===== src/rtl/core/rat_pkg.sv =====
// Shared types, sizes and codes of the reminder alarm table.
// Used by the entry matcher and the top level; depends on nothing.
package rat_pkg;

    // Table size and the index and count widths that follow from it.
    localparam int TABLE_DEPTH = 16;
    localparam int ADDR_W      = (TABLE_DEPTH > 1) ? $clog2(TABLE_DEPTH) : 1;
    localparam int CNT_W       = $clog2(TABLE_DEPTH + 1);

    typedef logic [ADDR_W-1:0] t_addr;
    typedef logic [CNT_W-1:0]  t_cnt;

    // Operation codes carried in the input tuser.
    localparam logic [2:0] F_CHECK     = 3'd0;
    localparam logic [2:0] F_ADD       = 3'd1;
    localparam logic [2:0] F_REMOVE    = 3'd2;
    localparam logic [2:0] F_CLR_SHOWN = 3'd3;
    localparam logic [2:0] F_CLR_ALL   = 3'd4;

    // Result status codes.
    localparam logic [1:0] ST_OK        = 2'd0;
    localparam logic [1:0] ST_FULL      = 2'd1;
    localparam logic [1:0] ST_BAD_INDEX = 2'd2;

    // Lead window register limits and reset value.
    localparam logic [5:0] LEAD_RESET = 6'd5;
    localparam logic [5:0] LEAD_FLOOR = 6'd1;
    localparam logic [5:0] LEAD_MAX   = 6'd60;

    // Clock arithmetic constants.
    localparam logic [10:0] MIN_PER_HOUR = 11'd60;
    localparam logic [4:0]  HALF_DAY     = 5'd12;
    localparam logic [4:0]  FULL_DAY     = 5'd24;

    // One stored alarm entry.
    typedef struct packed {
        logic [4:0]  hour;
        logic [5:0]  minute;
        logic        kind;
        logic [6:0]  mask;
        logic [15:0] year;
        logic [3:0]  month;
        logic [4:0]  day;
    } t_entry;

    // Current time and date presented by a check.
    typedef struct packed {
        logic [4:0]  hour;
        logic [5:0]  minute;
        logic [2:0]  wday;
        logic [15:0] year;
        logic [3:0]  month;
        logic [4:0]  day;
    } t_now;

    // Verdict of the matcher on one entry.
    typedef struct packed {
        logic       hit;
        logic [3:0] disp_hour;
        logic       is_pm;
    } t_match;

endpackage


===== src/rtl/core/reminder_alarm_table.sv =====
// Reminder alarm table: top level with the operation sequencer; uses rat_pkg, rat_ram, rat_match.
// Each item passes IDLE, EXEC and DONE; a check of a non-empty table adds a SCAN of the stored
// entries, and a remove that moves entries adds a MOVE that shifts them down one place.
// One item is in work at a time, one entry a cycle through the RAM read port; a new item is taken
// only once the last result is loaded, and a finished result waits in the output register meanwhile.
// Reset (synchronous, active low) empties the table and sets the lead window to 5 minutes.
module reminder_alarm_table (
    input  logic        i_clk,
    input  logic        i_rst_n,
    // Configuration: lead window length in minutes.
    input  logic        i_cfg_valid,
    output logic        o_cfg_ready,
    input  logic [5:0]  i_cfg_data,
    // Input stream.
    input  logic        i_s_tvalid,
    output logic        o_s_tready,
    // tdata: hour[4:0], minute[10:5], weekday[13:11], year[29:14], month[33:30],
    //        day[38:34], day_mask[45:39], slot[51:46], zero[55:52]
    input  logic [55:0] i_s_tdata,
    // tuser: func[2:0], entry_kind[3]
    input  logic [3:0]  i_s_tuser,
    // Output stream.
    output logic        o_m_tvalid,
    input  logic        i_m_tready,
    // tdata: match_index[5:0], meet_hour[10:6], meet_minute[16:11],
    //        display_hour[20:17], is_pm[21], entry_count[28:22], zero[31:29]
    output logic [31:0] o_m_tdata,
    // tuser: found[0], status[2:1]
    output logic [2:0]  o_m_tuser
);

    localparam logic [2:0] S_IDLE = 3'd0;
    localparam logic [2:0] S_EXEC = 3'd1;
    localparam logic [2:0] S_SCAN = 3'd2;
    localparam logic [2:0] S_MOVE = 3'd3;
    localparam logic [2:0] S_DONE = 3'd4;

    localparam int D = rat_pkg::TABLE_DEPTH;

    // Control state.
    logic [2:0]                 r_state, n_state;
    rat_pkg::t_cnt              r_fill, n_fill;
    logic [D-1:0]               r_shown, n_shown;
    logic [5:0]                 r_lead, n_lead;
    rat_pkg::t_cnt              r_rd_ptr, n_rd_ptr;
    logic                       r_ev_valid, n_ev_valid;
    rat_pkg::t_cnt              r_ev_idx, n_ev_idx;
    logic                       r_o_valid, n_o_valid;

    // Latched input item.
    logic [2:0]                 r_func, n_func;
    rat_pkg::t_entry            r_ent, n_ent;
    rat_pkg::t_now              r_now, n_now;
    logic [5:0]                 r_slot, n_slot;

    // Result staging and output payload.
    logic                       r_res_found, n_res_found;
    logic [1:0]                 r_res_status, n_res_status;
    logic [5:0]                 r_res_idx, n_res_idx;
    logic [4:0]                 r_res_mh, n_res_mh;
    logic [5:0]                 r_res_mm, n_res_mm;
    logic [3:0]                 r_res_dh, n_res_dh;
    logic                       r_res_pm, n_res_pm;
    logic [31:0]                r_o_tdata, n_o_tdata;
    logic [2:0]                 r_o_tuser, n_o_tuser;

    // Entry RAM ports.
    logic                       ram_we;
    rat_pkg::t_addr             ram_waddr;
    rat_pkg::t_entry            ram_wdata;
    rat_pkg::t_addr             ram_raddr;
    rat_pkg::t_entry            ram_rdata;

    logic                       in_xfer;
    logic [5:0]                 cfg_clamped;
    logic [6:0]                 fill_ext;
    logic [6:0]                 slot_p1;
    rat_pkg::t_cnt              ev_prev;
    rat_pkg::t_cnt              fill_last;
    logic [D:0]                 shown_up;
    rat_pkg::t_match            match;

    rat_ram #(
        .WIDTH ($bits(rat_pkg::t_entry)),
        .DEPTH (D)
    ) u_entry_ram (
        .i_clk   (i_clk),
        .i_we    (ram_we),
        .i_waddr (ram_waddr),
        .i_wdata (ram_wdata),
        .i_raddr (ram_raddr),
        .o_rdata (ram_rdata)
    );

    rat_match u_match (
        .i_entry (ram_rdata),
        .i_shown (r_shown[r_ev_idx[rat_pkg::ADDR_W-1:0]]),
        .i_now   (r_now),
        .i_lead  (r_lead),
        .o_match (match)
    );

    // Handshake and helper values.
    assign o_cfg_ready = 1'b1;
    assign o_s_tready  = (r_state == S_IDLE);
    assign in_xfer     = i_s_tvalid && o_s_tready;
    assign fill_ext    = 7'(r_fill);
    assign slot_p1     = 7'(r_slot) + 7'd1;
    assign ev_prev     = r_ev_idx - rat_pkg::t_cnt'(1);
    assign fill_last   = r_fill - rat_pkg::t_cnt'(1);
    assign shown_up    = {1'b0, r_shown};

    // Lead window write, clamped to its legal range.
    always_comb begin
        if (i_cfg_data < rat_pkg::LEAD_FLOOR) begin
            cfg_clamped = rat_pkg::LEAD_FLOOR;
        end else if (i_cfg_data > rat_pkg::LEAD_MAX) begin
            cfg_clamped = rat_pkg::LEAD_MAX;
        end else begin
            cfg_clamped = i_cfg_data;
        end
    end

    // Sequencer: dispatch, RAM scan for check, RAM shift for remove, result load.
    always_comb begin
        n_state      = r_state;
        n_fill       = r_fill;
        n_shown      = r_shown;
        n_lead       = i_cfg_valid ? cfg_clamped : r_lead;
        n_rd_ptr     = r_rd_ptr;
        n_ev_valid   = r_ev_valid;
        n_ev_idx     = r_ev_idx;
        n_o_valid    = r_o_valid && !i_m_tready;
        n_func       = r_func;
        n_ent        = r_ent;
        n_now        = r_now;
        n_slot       = r_slot;
        n_res_found  = r_res_found;
        n_res_status = r_res_status;
        n_res_idx    = r_res_idx;
        n_res_mh     = r_res_mh;
        n_res_mm     = r_res_mm;
        n_res_dh     = r_res_dh;
        n_res_pm     = r_res_pm;
        n_o_tdata    = r_o_tdata;
        n_o_tuser    = r_o_tuser;
        ram_we       = 1'b0;
        ram_waddr    = r_fill[rat_pkg::ADDR_W-1:0];
        ram_wdata    = r_ent;
        ram_raddr    = r_rd_ptr[rat_pkg::ADDR_W-1:0];

        case (r_state)
            S_IDLE: begin
                if (in_xfer) begin
                    n_func       = i_s_tuser[2:0];
                    n_ent.hour   = i_s_tdata[4:0];
                    n_ent.minute = i_s_tdata[10:5];
                    n_ent.kind   = i_s_tuser[3];
                    n_ent.mask   = i_s_tdata[45:39];
                    n_ent.year   = i_s_tdata[29:14];
                    n_ent.month  = i_s_tdata[33:30];
                    n_ent.day    = i_s_tdata[38:34];
                    n_now.hour   = i_s_tdata[4:0];
                    n_now.minute = i_s_tdata[10:5];
                    n_now.wday   = i_s_tdata[13:11];
                    n_now.year   = i_s_tdata[29:14];
                    n_now.month  = i_s_tdata[33:30];
                    n_now.day    = i_s_tdata[38:34];
                    n_slot       = i_s_tdata[51:46];
                    n_state      = S_EXEC;
                end
            end

            S_EXEC: begin
                n_res_found  = 1'b0;
                n_res_status = rat_pkg::ST_OK;
                n_res_idx    = 6'd0;
                n_res_mh     = 5'd0;
                n_res_mm     = 6'd0;
                n_res_dh     = 4'd0;
                n_res_pm     = 1'b0;
                n_rd_ptr     = '0;
                n_ev_valid   = 1'b0;
                n_state      = S_DONE;
                case (r_func)
                    rat_pkg::F_CHECK: begin
                        if (r_fill != '0) begin
                            n_state = S_SCAN;
                        end
                    end
                    rat_pkg::F_ADD: begin
                        if (fill_ext >= 7'(D)) begin
                            n_res_status = rat_pkg::ST_FULL;
                        end else begin
                            ram_we = 1'b1;
                            n_shown[r_fill[rat_pkg::ADDR_W-1:0]] = 1'b0;
                            n_fill = r_fill + rat_pkg::t_cnt'(1);
                        end
                    end
                    rat_pkg::F_REMOVE: begin
                        if (7'(r_slot) >= fill_ext) begin
                            n_res_status = rat_pkg::ST_BAD_INDEX;
                        end else begin
                            // Shown flags shift down in one step; entries follow over cycles.
                            for (int i = 0; i < D; i++) begin
                                if (7'(i) >= 7'(r_slot)) begin
                                    n_shown[i] = shown_up[i+1];
                                end
                            end
                            if (slot_p1 >= fill_ext) begin
                                n_fill = fill_last;
                            end else begin
                                n_rd_ptr = rat_pkg::t_cnt'(slot_p1);
                                n_state  = S_MOVE;
                            end
                        end
                    end
                    rat_pkg::F_CLR_SHOWN: begin
                        n_shown = '0;
                    end
                    rat_pkg::F_CLR_ALL: begin
                        n_shown = '0;
                        n_fill  = '0;
                    end
                    default: begin
                    end
                endcase
            end

            S_SCAN: begin
                // Issue the next read; evaluate the entry from the previous read.
                if (r_rd_ptr < r_fill) begin
                    n_rd_ptr   = r_rd_ptr + rat_pkg::t_cnt'(1);
                    n_ev_valid = 1'b1;
                    n_ev_idx   = r_rd_ptr;
                end else begin
                    n_ev_valid = 1'b0;
                end
                if (r_ev_valid) begin
                    if (match.hit) begin
                        n_res_found = 1'b1;
                        n_res_idx   = 6'(r_ev_idx);
                        n_res_mh    = ram_rdata.hour;
                        n_res_mm    = ram_rdata.minute;
                        n_res_dh    = match.disp_hour;
                        n_res_pm    = match.is_pm;
                        n_shown[r_ev_idx[rat_pkg::ADDR_W-1:0]] = 1'b1;
                        n_ev_valid  = 1'b0;
                        n_state     = S_DONE;
                    end else if (r_ev_idx == fill_last) begin
                        n_ev_valid = 1'b0;
                        n_state    = S_DONE;
                    end
                end
            end

            S_MOVE: begin
                // Read entry k, write it back one place lower on the next cycle.
                if (r_rd_ptr < r_fill) begin
                    n_rd_ptr   = r_rd_ptr + rat_pkg::t_cnt'(1);
                    n_ev_valid = 1'b1;
                    n_ev_idx   = r_rd_ptr;
                end else begin
                    n_ev_valid = 1'b0;
                end
                if (r_ev_valid) begin
                    ram_we    = 1'b1;
                    ram_waddr = ev_prev[rat_pkg::ADDR_W-1:0];
                    ram_wdata = ram_rdata;
                    if (r_ev_idx == fill_last) begin
                        n_fill     = fill_last;
                        n_ev_valid = 1'b0;
                        n_state    = S_DONE;
                    end
                end
            end

            S_DONE: begin
                // Load the output register once it is free or being drained.
                if (!r_o_valid || i_m_tready) begin
                    n_o_valid = 1'b1;
                    n_o_tdata = {3'd0, 7'(r_fill), r_res_pm, r_res_dh, r_res_mm,
                                 r_res_mh, r_res_idx};
                    n_o_tuser = {r_res_status, r_res_found};
                    n_state   = S_IDLE;
                end
            end

            default: begin
                n_state = S_IDLE;
            end
        endcase
    end

    // Control registers.
    always_ff @(posedge i_clk) begin
        if (!i_rst_n) begin
            r_state    <= S_IDLE;
            r_fill     <= '0;
            r_shown    <= '0;
            r_lead     <= rat_pkg::LEAD_RESET;
            r_rd_ptr   <= '0;
            r_ev_valid <= 1'b0;
            r_ev_idx   <= '0;
            r_o_valid  <= 1'b0;
        end else begin
            r_state    <= n_state;
            r_fill     <= n_fill;
            r_shown    <= n_shown;
            r_lead     <= n_lead;
            r_rd_ptr   <= n_rd_ptr;
            r_ev_valid <= n_ev_valid;
            r_ev_idx   <= n_ev_idx;
            r_o_valid  <= n_o_valid;
        end
    end

    // Payload registers.
    always_ff @(posedge i_clk) begin
        r_func       <= n_func;
        r_ent        <= n_ent;
        r_now        <= n_now;
        r_slot       <= n_slot;
        r_res_found  <= n_res_found;
        r_res_status <= n_res_status;
        r_res_idx    <= n_res_idx;
        r_res_mh     <= n_res_mh;
        r_res_mm     <= n_res_mm;
        r_res_dh     <= n_res_dh;
        r_res_pm     <= n_res_pm;
        r_o_tdata    <= n_o_tdata;
        r_o_tuser    <= n_o_tuser;
    end

    assign o_m_tvalid = r_o_valid;
    assign o_m_tdata  = r_o_tdata;
    assign o_m_tuser  = r_o_tuser;

    // The fill count never exceeds the table depth.
    a_fill_bound: assert property (@(posedge i_clk) disable iff (!i_rst_n)
        7'(r_fill) <= 7'(D))
        else $error("fill count above table depth");

    // An entry under evaluation always lies below the fill count.
    a_eval_in_range: assert property (@(posedge i_clk) disable iff (!i_rst_n)
        r_ev_valid |-> (r_ev_idx < r_fill))
        else $error("evaluated entry beyond fill count");

    // During a shift the write never lands on the entry being read.
    a_move_no_overlap: assert property (@(posedge i_clk) disable iff (!i_rst_n)
        (r_state == S_MOVE && r_ev_valid && r_rd_ptr < r_fill) |->
        (ram_raddr != ram_waddr))
        else $error("shift write collides with read");

    // A fired reminder always reports status ok.
    a_found_ok: assert property (@(posedge i_clk) disable iff (!i_rst_n)
        (o_m_tvalid && o_m_tuser[0]) |-> (o_m_tuser[2:1] == rat_pkg::ST_OK))
        else $error("found result with error status");

endmodule


===== src/rtl/core/rat_ram.sv =====
// Generic simple dual-port RAM with one write port and a registered read port.
// Stand-alone; width and depth come from its parameters.
module rat_ram #(
    parameter int WIDTH = 8,
    parameter int DEPTH = 16,
    parameter int AW    = (DEPTH > 1) ? $clog2(DEPTH) : 1
) (
    input  logic             i_clk,
    input  logic             i_we,
    input  logic [AW-1:0]    i_waddr,
    input  logic [WIDTH-1:0] i_wdata,
    input  logic [AW-1:0]    i_raddr,
    output logic [WIDTH-1:0] o_rdata
);

    logic [WIDTH-1:0] r_mem [DEPTH];
    logic [WIDTH-1:0] r_rdata;

    // Write and registered read, one of each per cycle.
    always_ff @(posedge i_clk) begin
        if (i_we) begin
            r_mem[i_waddr] <= i_wdata;
        end
        r_rdata <= r_mem[i_raddr];
    end

    assign o_rdata = r_rdata;

endmodule


===== src/rtl/core/rat_match.sv =====
// Window and day test of one stored entry against the current time and date,
// plus the 12-hour display form of the entry's hour. Uses rat_pkg.
module rat_match (
    input  rat_pkg::t_entry i_entry,
    input  logic            i_shown,
    input  rat_pkg::t_now   i_now,
    input  logic [5:0]      i_lead,
    output rat_pkg::t_match o_match
);

    logic [10:0] at_min;
    logic [10:0] now_min;
    logic [11:0] win_end;
    logic        time_ok;
    logic [6:0]  today;
    logic        day_ok;
    logic [4:0]  hour_mod;

    // Minutes since midnight; the window is [at - lead, at) and never wraps.
    assign at_min  = 11'(i_entry.hour) * rat_pkg::MIN_PER_HOUR + 11'(i_entry.minute);
    assign now_min = 11'(i_now.hour) * rat_pkg::MIN_PER_HOUR + 11'(i_now.minute);
    assign win_end = 12'(now_min) + 12'(i_lead);
    assign time_ok = (now_min < at_min) && (win_end >= 12'(at_min));

    // Today's bit in the Monday-first mask; weekday seven matches nothing.
    always_comb begin
        case (i_now.wday)
            3'd0:    today = 7'b100_0000;
            3'd1:    today = 7'b000_0001;
            3'd2:    today = 7'b000_0010;
            3'd3:    today = 7'b000_0100;
            3'd4:    today = 7'b000_1000;
            3'd5:    today = 7'b001_0000;
            3'd6:    today = 7'b010_0000;
            default: today = 7'b000_0000;
        endcase
    end

    // Recurring entries test the mask, one-shot entries the full date.
    assign day_ok = i_entry.kind ?
        ((i_entry.year == i_now.year) && (i_entry.month == i_now.month) &&
         (i_entry.day == i_now.day)) :
        ((i_entry.mask & today) != 7'd0);

    // Hour modulo twelve over the full five-bit range.
    always_comb begin
        if (i_entry.hour >= rat_pkg::FULL_DAY) begin
            hour_mod = i_entry.hour - rat_pkg::FULL_DAY;
        end else if (i_entry.hour >= rat_pkg::HALF_DAY) begin
            hour_mod = i_entry.hour - rat_pkg::HALF_DAY;
        end else begin
            hour_mod = i_entry.hour;
        end
    end

    assign o_match.hit       = !i_shown && time_ok && day_ok;
    assign o_match.disp_hour = (hour_mod == 5'd0) ? 4'(rat_pkg::HALF_DAY) : hour_mod[3:0];
    assign o_match.is_pm     = (i_entry.hour >= rat_pkg::HALF_DAY);

endmodule

===== config.mk =====
export PLATFORM = sky130hd
export DESIGN_NAME = reminder_alarm_table
export DESIGN_NICKNAME = d
export VERILOG_FILES = /design/src/rtl/core/rat_pkg.sv /design/src/rtl/core/reminder_alarm_table.sv /design/src/rtl/core/rat_ram.sv /design/src/rtl/core/rat_match.sv
export SDC_FILE = /design/constraint.sdc
export NUM_CORES = 1
export LEC_CHECK = 0
export BUFFER_PORTS_ARGS = -buffer_cell sky130_fd_sc_hd__buf_4
export CAP_MARGIN = 20
export CORE_MARGIN = 5
export CORE_UTILIZATION = 36
export CTS_CLUSTER_SIZE = 28
export DETAILED_ROUTE_END_ITERATION = 8
export PLACE_DENSITY = 0.52
export SLEW_MARGIN = 10
export SYNTH_ARGS = -nofsm -noshare
export SYNTH_HDL_FRONTEND = slang
export SYNTH_SLANG_ARGS = --single-unit

===== constraint.sdc =====
create_clock -name i_clk -period 8 [get_ports i_clk]
set_clock_uncertainty 0.15 [all_clocks]
set_input_delay 1.2 -clock i_clk [delete_from_list [all_inputs] [get_ports i_clk]]
set_output_delay 1.2 -clock i_clk [all_outputs]
set_load 0.05 [all_outputs]

Word-level counts from Yosys, hierarchy flattened
Memories as Yosys holds them, arrays and structs flattened. A register that Yosys moved wholly into a read port is not among the register bits.
Cells that the tools add are included.

cells by class
  $add $sub $neg = 10
  $mul = 2
  div/mod/pow operators = 0
  order comparisons = 30
  equality and inequality tests = 46
  shift-type cells = 0
  mux-type cells = 97
  bitwise gates (word level) = 4
  reduce and logical (&&, ||, !) cells = 48

operator list
  cell                                                                   number
  7-bit AND reduction                                                    17
  44-bit 2-to-1 mux                                                      2
  5-bit 2-to-1 mux                                                       13
  16-bit 2-to-1 mux                                                      4
  3-bit != test (second input constant)                                  19
  7-bit case mux with 7 select lines                                     1
  4-bit by 6-bit >= comparator with 1-bit output (first input constant)  8
  16-bit case mux with 3 select lines                                    1
  1-bit 2-to-1 mux                                                       37
  6-bit 2-to-1 mux                                                       6
  16-bit case mux with 2 select lines                                    1
  5-bit case mux with 2 select lines                                     3
  3-bit 2-to-1 mux                                                       9
  3-bit by 6-bit >= comparator with 1-bit output (first input constant)  4
  6-bit case mux with 2 select lines                                     2
  11-bit by 6-bit adder with 11-bit output                               2
  4-bit 2-to-1 mux                                                       5
  3-bit by 2-bit == test with 1-bit output (second input constant)       6
  5-bit by 4-bit multiplier with 9-bit output (second input constant)    2
  16-bit AND                                                             1
  16-bit == test                                                         1
  16-bit NOT                                                             1
  16-bit OR                                                              1
  3-bit == test (second input constant)                                  5
  51 further kinds                                                       86

word-level totals
  bits in registers = 153
  latch bits = 0
  memory bits (writable) = 704
  bits in read-only memories = 0
  output and inout bits = 38
  memories kept = 1

memories
  name               words  width  rd ports  clocked after memory_dff  write ports  RTL line       text
  u_entry_ram.r_mem  16     44     1         1                         1            rat_ram.sv:16  logic [WIDTH-1:0] r_mem [DEPTH];

Depth between registers and ports, before layout
Gate-level depths: netlist (run 1).

  depth after elaboration = 10
  gate-level depth with buffers = 25
  gate-level depth less buffers = 24

Hierarchy
Synthesis (run 1) repeated with hierarchy kept, for this count alone.

second synthesis, totals
  cells, all modules = 2,138
  area, all modules = 37,712.4 um^2

modules (own cells, without submodules)
  module                times used  cells each  area an instance (um^2)  seq. area each (um^2)
  rat_ram               1           1,142       27,269.9                 22,021.1
  reminder_alarm_table  1           665         7,651.1                  4,113.9
  rat_match             1           331         2,791.4                  0.0

Worst setup path after synthesis (run 1)
Ideal clock, no wire load.

  path type = register to register
  start = reg r_now[34] in the netlist's numbering
  end = reg r_res_dh[0], enable pin
  library setup time = 0.408 ns
  arrival time = 6.124 ns
  required time = 7.442 ns
  path slack = 1.317 ns
  stages on the path, launching flop included = 21
  path buffers = 0
  path through = edfxtp_1 > fa_1 > inv_1 > fa_1 > fa_1 > inv_1 > ha_1 > o2bb2ai_1 > xnor2_1 > a21boi_0 > xnor2_1 > ha_1 > nand2_1 > a211o_1 > a21oi_1 > a2111oi_0 > o21bai_1 > a41oi_2 > nor4_1 > nand3_1 > a21oi_1

on the way
  cells in the longest elaborated chain, start to end = 9

RTL lines
  what                                              RTL line                     text
  from (decl)                                       reminder_alarm_table.sv:53   rat_pkg::t_now r_now, n_now;
  from (signal assigned)                            reminder_alarm_table.sv:322  r_now <= n_now;
  5-bit by 4-bit multiplier with 9-bit output (*)   rat_match.sv:21              assign now_min = 11'(i_now.hour) * rat_pkg::MIN_PER_HOUR + 11'(i_now.minute);
  11-bit by 6-bit adder with 11-bit output (*)      rat_match.sv:21
  11-bit by 6-bit adder with 12-bit output          rat_match.sv:22              assign win_end = 12'(now_min) + 12'(i_lead);
  12-bit by 11-bit >= comparator with 1-bit output  rat_match.sv:23              assign time_ok = (now_min < at_min) && (win_end >= 12'(at_min));
  1-bit logical AND (*)                             rat_match.sv:23
  1-bit logical AND (*) (2 in a row)                rat_match.sv:56              assign o_match.hit = !i_shown && time_ok && day_ok;
  2-bit != test (no line) (*)                       -
  3-bit AND reduction (no line) (*)                 -
  to (signal assigned)                              reminder_alarm_table.sv:329  r_res_dh <= n_res_dh;
  to (decl)                                         reminder_alarm_table.sv:62   logic [3:0] r_res_dh, n_res_dh;

Mark *: on every way between the ends. The rest lies on a longest branch, timed or not.
A chain may end at the register's enable or synchronous reset.

Final worst setup path (run 1)
  start = reg r_now[34] in the netlist's numbering
  end = reg r_res_mm[3], enable pin

on the way
  cells in the longest elaborated chain, start to end = 9

RTL lines
  what                                              RTL line                     text
  5-bit by 4-bit multiplier with 9-bit output (*)   rat_match.sv:21
  11-bit by 6-bit adder with 11-bit output (*)      rat_match.sv:21
  11-bit by 6-bit adder with 12-bit output          rat_match.sv:22
  12-bit by 11-bit >= comparator with 1-bit output  rat_match.sv:23
  1-bit logical AND (*)                             rat_match.sv:23
  1-bit logical AND (*) (2 in a row)                rat_match.sv:56
  2-bit != test (no line) (*)                       -
  3-bit AND reduction (no line) (*)                 -
  to (signal assigned)                              reminder_alarm_table.sv:328  r_res_mm <= n_res_mm;
  to (decl)                                         reminder_alarm_table.sv:61   logic [5:0] r_res_mm, n_res_mm;

Marks and branches as above.

==> results of run 1 <==
path summary, 6_finish.rpt:
path              cells after the start             to
setup / recovery                     23    r_res_mm[3]
hold reg to reg                       0  o_m_tdata[12]
hold / removal                        0  o_m_tdata[12]
setup reg to reg                     23    r_res_mm[3]
where the power goes:
part           total (mW)  internal [mW]  leakage, nW  switching [mW]
Combinational        1.95          0.827         4.40            1.13
Sequential           5.36           5.25         8.07           0.105
Clock                4.52           2.65         1.57            1.87
Total                11.8           8.72         14.0            3.10
state kept, by name (all words and copies together) (netlist names), 6 cells and up:
name,count
u_entry_ram.o_rdata,44
r_lead,6
u_entry_ram.r_mem,704
r_res_mm,6
r_now,39
r_shown,16
o_m_tdata,26
r_slot,6
r_ent,8
placed cells by master, fill, tap and decap left out, types with 58 or more instances in the layout:
master,synthesis,layout
sky130_fd_sc_hd__ha_1,89,89
sky130_fd_sc_hd__nand2_1,71,71
sky130_fd_sc_hd__edfxtp_1,813,813
sky130_fd_sc_hd__mux4_2,222,222
sky130_fd_sc_hd__nor2_1,89,72
sky130_fd_sc_hd__buf_4,7,133
sky130_fd_sc_hd__xnor2_1,58,58
sky130_fd_sc_hd__inv_1,68,68
sky130_fd_sc_hd__clkbuf_16,0,97
sky130_fd_sc_hd__dfxtp_1,86,83
sky130_fd_sc_hd__a21oi_1,85,84
cell families (layout without fill, tap and decap cells):
group | after synthesis | count (layout) | share of synthesized area, %
other | 2 | 7 | 0.0201
xor gates and xnor gates | 75 | 75 | 1.78
and+or+nand+nor | 290 | 290 | 3.67
DFF | 899 | 899 | 69.8
AOI/OAI and AO/OA | 233 | 233 | 3.91
muxes | 276 | 276 | 15.1
adders and majority gates | 106 | 106 | 3.89
buffers and inverters | 164 | 387 | 1.78
area by class of cell:
class	instances	area share [%]
tap	1380	3.99
sequential	899	60.4
multi-input combinational	987	24.9
clock inverter	47	1.43
inverter	70	0.610
timing repair buffer	138	2.54
clock buffer	132	6.14
layer usage:
layer  routed length, µm  vias up
li1                    -     8457
met1               39600    10100
met2               43400      480
met3                3890      126
met4                2160        0
met5                   0        -
==> report_table.html, run 1 <==
<table>
<tr><th>Metric</th><th>Value</th></tr>
<tr><th colspan="2">Clock tree</th></tr>
<tr><td>Clock Root Buffer</td><td>sky130_fd_sc_hd__clkbuf_16</td></tr>
<tr><td>TritonCTS clock tree</td><td>yes</td></tr>
<tr><td>Hold-fix buffers at CTS</td><td>0</td></tr>
<tr><td>Deepest level of the CTS H-tree</td><td>3</td></tr>
<tr><td>Clock slew seen by the registers of the worst setup and hold paths</td><td>0.05 ns</td></tr>
<tr><td>Clock tree buffer depth</td><td>3</td></tr>
<tr><td>Source-to-sink clock delay at the later pin of the worst-skew pair</td><td>0.67 ns</td></tr>
<tr><td>Post-CTS setup repair buffer count</td><td>0</td></tr>
<tr><td>Sinks on Clock Net</td><td>~900</td></tr>
<tr><td>CTS buffer count</td><td>97</td></tr>
<tr><td>Count of instances resized after the clock tree is built</td><td>0</td></tr>
<tr><th colspan="2">Finish</th></tr>
<tr><td>Number of non-filler instances in the completed layout</td><td>~3700</td></tr>
<tr><td>Combined flip-flop and latch cell area</td><td>0.0261 mm²</td></tr>
<tr><td>Number of nets in the final layout</td><td>2370</td></tr>
<tr><td># fillers</td><td>between 9000 and 10000</td></tr>
<tr><td>Ant. Diodes</td><td>0</td></tr>
<tr><td>Post-synthesis to final-layout area growth</td><td>15.7%</td></tr>
<tr><td>Area of the multi-input gates</td><td>0.0108 mm²</td></tr>
<tr><td>Layout Utilization</td><td>between 40% and 50%</td></tr>
<tr><td>Post-Layout Inst Area</td><td>roughly 0.043 mm²</td></tr>
<tr><td>Share of final-layout standard cells stronger than drive strength 1</td><td>25.6%</td></tr>
<tr><th colspan="2">GRT</th></tr>
<tr><td>Layer with the highest usage after global routing</td><td>met2</td></tr>
<tr><td>Number of antenna violations at the first check in global routing</td><td>1</td></tr>
<tr><td>Met3 GRT Util</td><td>2.61%</td></tr>
<tr><td>Met1 layer usage reported by global route</td><td>22.1%</td></tr>
<tr><td>Pin count of the biggest net entering global routing</td><td>approximately 140</td></tr>
<tr><td>Aggregate global-route resource usage</td><td>16.0%</td></tr>
<tr><td>Global Route met2 Usage</td><td>26.5%</td></tr>
<tr><td>Global route total overflow</td><td>0</td></tr>
<tr><td>First-pass GRT wire length</td><td>~130000 µm</td></tr>
<tr><td>Vias in the first global route</td><td>20100</td></tr>
<tr><th colspan="2">Synthesis</th></tr>
<tr><td>Dominant cell type by area after synthesis</td><td>sky130_fd_sc_hd__edfxtp_1</td></tr>
<tr><td>Seq/Total Area, Yosys</td><td>69.8%</td></tr>
<tr><td>Post-Synthesis Cell Area</td><td>0.0374 mm²</td></tr>
<tr><td>Share of Yosys cell area claimed by the top area cell type</td><td>65.2%</td></tr>
<tr><td>Most frequent cell after synthesis</td><td>sky130_fd_sc_hd__edfxtp_1</td></tr>
<tr><td>Largest cells by area after synthesis</td><td>sky130_fd_sc_hd__edfxtp_1 (65%), sky130_fd_sc_hd__mux4_2 (13%), sky130_fd_sc_hd__dfxtp_1 (4.6%)</td></tr>
<tr><td>Number of synthesis warnings</td><td>0</td></tr>
<tr><td>Cell count after synthesis</td><td>2045</td></tr>
<tr><td>Commonest register cell after synthesis</td><td>sky130_fd_sc_hd__edfxtp_1</td></tr>
<tr><td>Ys async rst share</td><td>0%</td></tr>
<tr><td>Number of synthesized register bits</td><td>899</td></tr>
<tr><td>Mean instance size in the synthesized netlist</td><td>18.3 µm²</td></tr>
<tr><td>Most common library cells after synthesis</td><td>sky130_fd_sc_hd__edfxtp_1 (813), sky130_fd_sc_hd__mux4_2 (222), sky130_fd_sc_hd__ha_1 (89), sky130_fd_sc_hd__nor2_1 (89), sky130_fd_sc_hd__dfxtp_1 (86)</td></tr>
<tr><td>Number of enable flip-flop cells after synthesis</td><td>a little over 800</td></tr>
<tr><td>Count of cell types in the netlist</td><td>68</td></tr>
<tr><th colspan="2">Critical path</th></tr>
<tr><td>Crit path max-delay family</td><td>adder cells</td></tr>
<tr><td>Critical Path Start Type</td><td>register</td></tr>
<tr><td>Worst-case register-to-register setup slack</td><td>1.31 ns</td></tr>
<tr><td>R2r startpoint</td><td>r_now[34]</td></tr>
<tr><td>Critical Path Slowest Stage Cell</td><td>sky130_fd_sc_hd__nor4_1</td></tr>
<tr><td>Worst endpoint required time</td><td>8.17 ns</td></tr>
<tr><td>Buffer and inverter count on the worst path</td><td>3</td></tr>
<tr><td>Critical path arrival</td><td>between 6 and 7 ns</td></tr>
<tr><td>CP Cell Sequence</td><td>fa_1 -&gt; inv_1 -&gt; fa_1 -&gt; fa_1 -&gt; inv_1 -&gt; ha_1 -&gt; o2bb2ai_1 -&gt; mux2i_1 -&gt; o21ai_0 -&gt; and2_1 -&gt; nor2b_1 -&gt; nor2_1 -&gt; ha_1 -&gt; nand3_1 -&gt; a211o_1 -&gt; a21oi_1 -&gt; a2111oi_0 -&gt; o21bai_1 -&gt; a41oi_2 -&gt; nor4_1 -&gt; nand3_1 -&gt; a21oi_2 -&gt; buf_4</td></tr>
<tr><td>Critical-path maximum fanout</td><td>22</td></tr>
<tr><td>Startpoint of the most critical setup path</td><td>r_now[34]</td></tr>
<tr><td>Most common cell on crit path</td><td>sky130_fd_sc_hd__fa_1</td></tr>
<tr><td>Crit path largest cell delay</td><td>0.64 ns</td></tr>
<tr><td>Sort of element at the end of the critical path</td><td>register</td></tr>
<tr><td>Type of the worst setup path</td><td>register to register</td></tr>
<tr><th colspan="2">Routing</th></tr>
<tr><td>Initial detailed-routing violation count</td><td>1560</td></tr>
<tr><td>Detail-routed net length per standard cell</td><td>about 24 µm</td></tr>
<tr><td>Vias per std cell</td><td>5.24</td></tr>
<tr><td>Final routed DRC violation total</td><td>0</td></tr>
<tr><td>Post-detailed-route count of antenna-violating nets</td><td>0</td></tr>
<tr><td>Total Routed Length</td><td>89100 µm</td></tr>
<tr><td>DR pass1 iterations</td><td>7</td></tr>
<tr><td>Via Count</td><td>19200</td></tr>
<tr><th colspan="2">Flow run</th></tr>
<tr><td>Maximum Capacitance Violations</td><td>0</td></tr>
<tr><th colspan="2">Timing</th></tr>
<tr><td>Slack of the critical path</td><td>1.31 ns</td></tr>
<tr><td>Timing-limited maximum frequency</td><td>about 0.15 GHz</td></tr>
<tr><td>Accumulated negative setup slack</td><td>0 ns</td></tr>
<tr><td>Actual slew at the worst max-slew pin</td><td>roughly 1.2 ns</td></tr>
<tr><td>Max-slew violations</td><td>0</td></tr>
<tr><td>Worst hold slack</td><td>0.263 ns</td></tr>
<tr><td>Final Cycle Share</td><td>roughly 84%</td></tr>
<tr><td>Final critical-path required period</td><td>6.69 ns</td></tr>
<tr><td>Slew margin rel.</td><td>23.1%</td></tr>
<tr><td>Final Hold Vio Count</td><td>0</td></tr>
<tr><td>Final number of setup-violating endpoints</td><td>0</td></tr>
<tr><td>Unrepaired setup endpoints after global routing</td><td>false</td></tr>
<tr><th colspan="2">Place</th></tr>
<tr><td>Last weighted congestion value of the routability-driven placer</td><td>0.810</td></tr>
<tr><td>Area post-placement</td><td>0.0400 mm²</td></tr>
<tr><td>Cell count after placement</td><td>about 3500</td></tr>
<tr><td>Placed wire-length estimate after detailed placement</td><td>48300 µm</td></tr>
<tr><td>Port bufs</td><td>between 90 and 100</td></tr>
<tr><td>Dpl ws</td><td>1.35 ns</td></tr>
<tr><th colspan="2">Floorplanning</th></tr>
<tr><td>Top-level port count</td><td>109</td></tr>
<tr><td>Height of the chip</td><td>approximately 330 µm</td></tr>
<tr><td>Initial core utilization</td><td>36.2%</td></tr>
<tr><td>Die X</td><td>332 µm</td></tr>
<tr><td>Core ar.</td><td>0.103 mm²</td></tr>
<tr><td>Row Count</td><td>~120</td></tr>
<tr><td>Die outline area</td><td>0.110 mm²</td></tr>
<tr><th colspan="2">Pwr</th></tr>
<tr><td>Worst supply voltage drop on vdd</td><td>0.000175 V</td></tr>
<tr><td>Cell Pwr Density</td><td>273 mW/mm²</td></tr>
<tr><td>Final Power</td><td>11.8 mW</td></tr>
<tr><td>Static leakage power</td><td>14.0 nW</td></tr>
<tr><th colspan="2">Worst hold path</th></tr>
<tr><td>Worst hold path type</td><td>register to register</td></tr>
<tr><td>Min-Delay Startpoint</td><td>r_res_mm[1]</td></tr>
<tr><th colspan="2">Status</th></tr>
<tr><td>Outcome</td><td>finished clean</td></tr>
</table>
Note: power is estimated with default switching activity, not from simulation.
==> run 2: changes to the inputs <==
==> constraint.sdc (replaced) <==
create_clock -name i_clk -period 7 [get_ports i_clk]
set_clock_uncertainty 0.15 [all_clocks]
set_input_delay 1.05 -clock i_clk [delete_from_list [all_inputs] [get_ports i_clk]]
set_output_delay 1.05 -clock i_clk [all_outputs]
set_load 0.05 [all_outputs]
==> run 2 against run 1 <==
  * Final area down 0.26%
  * Via count shrank 0.32%
  * Cell count barely moved
  * Clock-buffer cell count is 2 higher
  * Critical path depth unchanged
  * Combinational power increased by 16%
  * Core utilization shrank 0.11 points
  * Power is 14% higher
  * Global-route usage about the same
  * Clock power rose by 12%
  * Sequential power up 14%
  * Critical path type unchanged
  * Largest cell class unchanged
  * Largest power group unchanged
==> report_table.html, run 2 (synthesis results as in run 1) <==
<table>
<tr><th>Metric</th><th>Value</th></tr>
<tr><th colspan="2">Status</th></tr>
<tr><td>Outcome</td><td>finished clean</td></tr>
<tr><th colspan="2">Critical path</th></tr>
<tr><td>Worst-case register-to-register setup slack</td><td>0.54 ns (-0.77 ns)</td></tr>
<tr><td>Most common cell on crit path</td><td>sky130_fd_sc_hd__fa_1</td></tr>
<tr><td>Sort of element at the end of the critical path</td><td>register</td></tr>
<tr><td>Crit path largest cell delay</td><td>0.59 ns (-0.05 ns)</td></tr>
<tr><td>Worst reg-to-reg path cell count</td><td>23 (unchanged)</td></tr>
<tr><td>CP Cell Sequence</td><td>fa_1 -&gt; inv_1 -&gt; fa_1 -&gt; fa_1 -&gt; inv_1 -&gt; ha_1 -&gt; o2bb2ai_1 -&gt; mux2i_1 -&gt; o21ai_0 -&gt; and2_1 -&gt; nor2b_1 -&gt; nor2_1 -&gt; ha_1 -&gt; nand3_1 -&gt; a211o_1 -&gt; a21oi_1 -&gt; a2111oi_0 -&gt; o21bai_1 -&gt; a41oi_2 -&gt; nor4_2 -&gt; nand3_1 -&gt; a21oi_2 -&gt; buf_4</td></tr>
<tr><td>Worst reg2reg endpoint</td><td>r_res_mm[1]</td></tr>
<tr><td>Worst endpoint required time</td><td>7.15 ns (-1.02 ns)</td></tr>
<tr><td>Critical-path maximum fanout</td><td>22 (unchanged)</td></tr>
<tr><td>Type of the worst setup path</td><td>register to register</td></tr>
<tr><td>Critical Path Start Type</td><td>register</td></tr>
<tr><td>Critical path arrival</td><td>6.61 ns (-0.24 ns)</td></tr>
<tr><td>Critical Path Slowest Stage Cell</td><td>sky130_fd_sc_hd__fa_1</td></tr>
<tr><td>R2r startpoint</td><td>r_now[34]</td></tr>
<tr><th colspan="2">Routing</th></tr>
<tr><td>Total Routed Length</td><td>89200 µm (about the same)</td></tr>
<tr><td>Final routed DRC violation total</td><td>0 (unchanged)</td></tr>
<tr><td>Post-detailed-route count of antenna-violating nets</td><td>0 (unchanged)</td></tr>
<tr><td>Initial detailed-routing violation count</td><td>1427 (-8.5%)</td></tr>
<tr><td>DR pass1 iterations</td><td>5 (-2)</td></tr>
<tr><td>Detail-routed net length per standard cell</td><td>24.4 µm (about the same)</td></tr>
<tr><td>Via Count</td><td>19100 (-0.32%)</td></tr>
<tr><td>Vias per std cell</td><td>5.22 (-0.41%)</td></tr>
<tr><th colspan="2">Clock tree</th></tr>
<tr><td>CTS buffer count</td><td>95 (-2.1%)</td></tr>
<tr><td>Clock tree buffer depth</td><td>3 (unchanged)</td></tr>
<tr><td>Count of instances resized after the clock tree is built</td><td>0 (unchanged)</td></tr>
<tr><td>TritonCTS clock tree</td><td>yes</td></tr>
<tr><td>Source-to-sink clock delay at the later pin of the worst-skew pair</td><td>0.66 ns (about the same)</td></tr>
<tr><td>Clock Root Buffer</td><td>sky130_fd_sc_hd__clkbuf_16</td></tr>
<tr><td>Deepest level of the CTS H-tree</td><td>3 (unchanged)</td></tr>
<tr><td>Hold-fix buffers at CTS</td><td>0 (unchanged)</td></tr>
<tr><td>Clock slew seen by the registers of the worst setup and hold paths</td><td>0.06 ns (about the same)</td></tr>
<tr><td>Sinks on Clock Net</td><td>899 (unchanged)</td></tr>
<tr><td>Post-CTS setup repair buffer count</td><td>0 (unchanged)</td></tr>
<tr><th colspan="2">Finish</th></tr>
<tr><td>Layout Utilization</td><td>41.8% (-0.11 points)</td></tr>
<tr><td>Leading cell type in the layout, fill and taps excluded</td><td>sky130_fd_sc_hd__edfxtp_1</td></tr>
<tr><td>Leading cell types in the layout, fill and taps excluded</td><td>sky130_fd_sc_hd__edfxtp_1 (813), sky130_fd_sc_hd__mux4_2 (222), sky130_fd_sc_hd__buf_4 (135)</td></tr>
<tr><td>Number of nets in the final layout</td><td>2370 (unchanged)</td></tr>
<tr><td># fillers</td><td>9228 (+0.30%)</td></tr>
<tr><td>Ant. Diodes</td><td>0 (unchanged)</td></tr>
<tr><td>Share of final-layout standard cells stronger than drive strength 1</td><td>25.6% (about the same)</td></tr>
<tr><td>Post-synthesis to final-layout area growth</td><td>15.4%</td></tr>
<tr><td>Register bank with the most flops</td><td>u_entry_ram.r_mem</td></tr>
<tr><td>Number of flip-flops under the largest register name</td><td>704 (unchanged)</td></tr>
<tr><th colspan="2">Pwr</th></tr>
<tr><td>Static leakage power</td><td>14.0 nW (-0.15%)</td></tr>
<tr><td>Cell Pwr Density</td><td>311 mW/mm² (+14%)</td></tr>
<tr><td>Worst supply voltage drop on vdd</td><td>0.000191 V (+9.2%)</td></tr>
<tr><th colspan="2">GRT</th></tr>
<tr><td>Global route total overflow</td><td>0 (unchanged)</td></tr>
<tr><td>Vias in the first global route</td><td>20000 (-0.080%)</td></tr>
<tr><td>Pin count of the biggest net entering global routing</td><td>133 (-2.9%)</td></tr>
<tr><td>First-pass GRT wire length</td><td>132000 µm (about the same)</td></tr>
<tr><td>Aggregate global-route resource usage</td><td>16.0% (about the same)</td></tr>
<tr><td>Number of antenna violations at the first check in global routing</td><td>0 (-1)</td></tr>
<tr><th colspan="2">Floorplanning</th></tr>
<tr><td>Top-level port count</td><td>109 (unchanged)</td></tr>
<tr><td>Die outline area</td><td>0.110 mm² (unchanged)</td></tr>
<tr><td>Initial core utilization</td><td>36.2% (unchanged)</td></tr>
<tr><td>Core ar.</td><td>0.103 mm² (unchanged)</td></tr>
<tr><td>Die X</td><td>332 µm (unchanged)</td></tr>
<tr><td>Row Count</td><td>118 (unchanged)</td></tr>
<tr><td>Height of the chip</td><td>332 µm (unchanged)</td></tr>
<tr><th colspan="2">Place</th></tr>
<tr><td>Dpl ws</td><td>0.388 ns (-0.964 ns)</td></tr>
<tr><td>Last weighted congestion value of the routability-driven placer</td><td>0.804 (-0.69%)</td></tr>
<tr><td>Port bufs</td><td>97 (unchanged)</td></tr>
<tr><td>Placed wire-length estimate after detailed placement</td><td>49100 µm (+1.6%)</td></tr>
<tr><th colspan="2">Timing</th></tr>
<tr><td>Unrepaired setup endpoints after global routing</td><td>false</td></tr>
<tr><td>Slew margin rel.</td><td>27.2% (+4.1 points)</td></tr>
<tr><td>Timing-limited maximum frequency</td><td>0.155 GHz (+3.5%)</td></tr>
<tr><td>Max-slew violations</td><td>0 (unchanged)</td></tr>
<tr><td>Actual slew at the worst max-slew pin</td><td>1.09 ns (-0.0653 ns)</td></tr>
<tr><td>Final critical-path required period</td><td>6.46 ns (-0.227 ns)</td></tr>
<tr><td>Final Hold Vio Count</td><td>0 (unchanged)</td></tr>
<tr><td>Accumulated negative setup slack</td><td>0 ns (unchanged)</td></tr>
<tr><td>Slack of the critical path</td><td>0.540 ns (-0.773 ns)</td></tr>
<tr><td>Final number of setup-violating endpoints</td><td>0 (unchanged)</td></tr>
<tr><td>Final Cycle Share</td><td>92.3% (+8.7 points)</td></tr>
<tr><th colspan="2">Worst hold path</th></tr>
<tr><td>Worst hold path type</td><td>register to register</td></tr>
<tr><td>Cells on Worst Hold Path</td><td>0 (unchanged)</td></tr>
<tr><td>Destination of the worst hold path</td><td>o_m_tdata[4]</td></tr>
<tr><td>Min-Delay Startpoint</td><td>r_res_idx[4]</td></tr>
<tr><th colspan="2">Flow run</th></tr>
<tr><td>Maximum Capacitance Violations</td><td>0 (unchanged)</td></tr>
</table>
[run 2: cell count changes in the layout (fill, tap and decap cells not counted), moves of 2 or more]
cell,previous run,this run
sky130_fd_sc_hd__buf_12,5,2
sky130_fd_sc_hd__clkbuf_1,25,28
sky130_fd_sc_hd__clkinv_8,3,1
sky130_fd_sc_hd__buf_4,133,135
sky130_fd_sc_hd__clkinvlp_4,6,4
sky130_fd_sc_hd__clkinv_4,3,0
sky130_fd_sc_hd__clkinv_2,13,21
sky130_fd_sc_hd__clkinv_16,4,2
sky130_fd_sc_hd__clkbuf_4,0,2
[run 2: critical path: cells and delay by family (launching register included)]
family | cells | cell delay, ns
fa+ha+maj | 5 | 2.17
compound gates | 8 | 1.60
simple gates | 6 | 1.21
flops | 1 | 0.46
buf+inv | 3 | 0.39
mux | 1 | 0.14
[run 2: metrics by stage]
step | instances | total power, mW | hold slack, ns | cell area [µm²]
global route | 3656 | 14.1 | 0.273 | 43200
floorplan | 2050 | 7.87 | 0.250 | 37400
finish | 3656 | 13.4 | 0.265 | 43200
CTS | 3654 | 13.6 | 0.264 | 43200
global placement | 3473 | 8.47 | 0.255 | 40000
detailed placement | 3474 | 8.52 | 0.255 | 40000
[run 2: metal layers]
metal,vias to the layer above,track usage [%],routed length [µm],part of all wire (%)
met1,10100,21.8,39300,44
met5,-,0,0,0
met2,446,27.2,44600,50
met3,119,2.30,3420,3.8
met4,0,3.96,1820,2.0
li1,8466,-,-,-
[run 2: final cells by class]
| class | count | area (µm²) | share of cell area [%] |
|---|---|---|---|
| inverters | 70 | 264 | 0.611 |
| repair buffers | 140 | 1070 | 2.49 |
| multi-input cells | 987 | 10800 | 25.0 |
| clock buffers | 134 | 2650 | 6.13 |
| well taps | 1380 | 1730 | 4.00 |
| flip-flops and latches | 899 | 26100 | 60.6 |
| clock inverters | 46 | 541 | 1.25 |
[run 2: how the worst max path moves through the flow]
stage                          from          end  cells after the start
after detailed placement  r_now[34]  r_res_mm[4]                     21
after global placement    r_now[34]  r_res_mm[3]                     24
after global routing      r_now[34]  r_res_mm[4]                     21
final                     r_now[34]  r_res_mm[1]                     23
after CTS                 r_now[34]  r_res_mm[4]                     21
after floorplan           r_now[34]  r_res_dh[0]                     20
[run 2: report_power, final]
| group | internal, mW | switching, mW | leakage, nW | total [mW] |
|---|---|---|---|---|
| Combinational | 0.945 | 1.32 | 4.40 | 2.27 |
| Clock | 2.99 | 2.07 | 1.55 | 5.05 |
| Sequential | 6.00 | 0.123 | 8.07 | 6.12 |
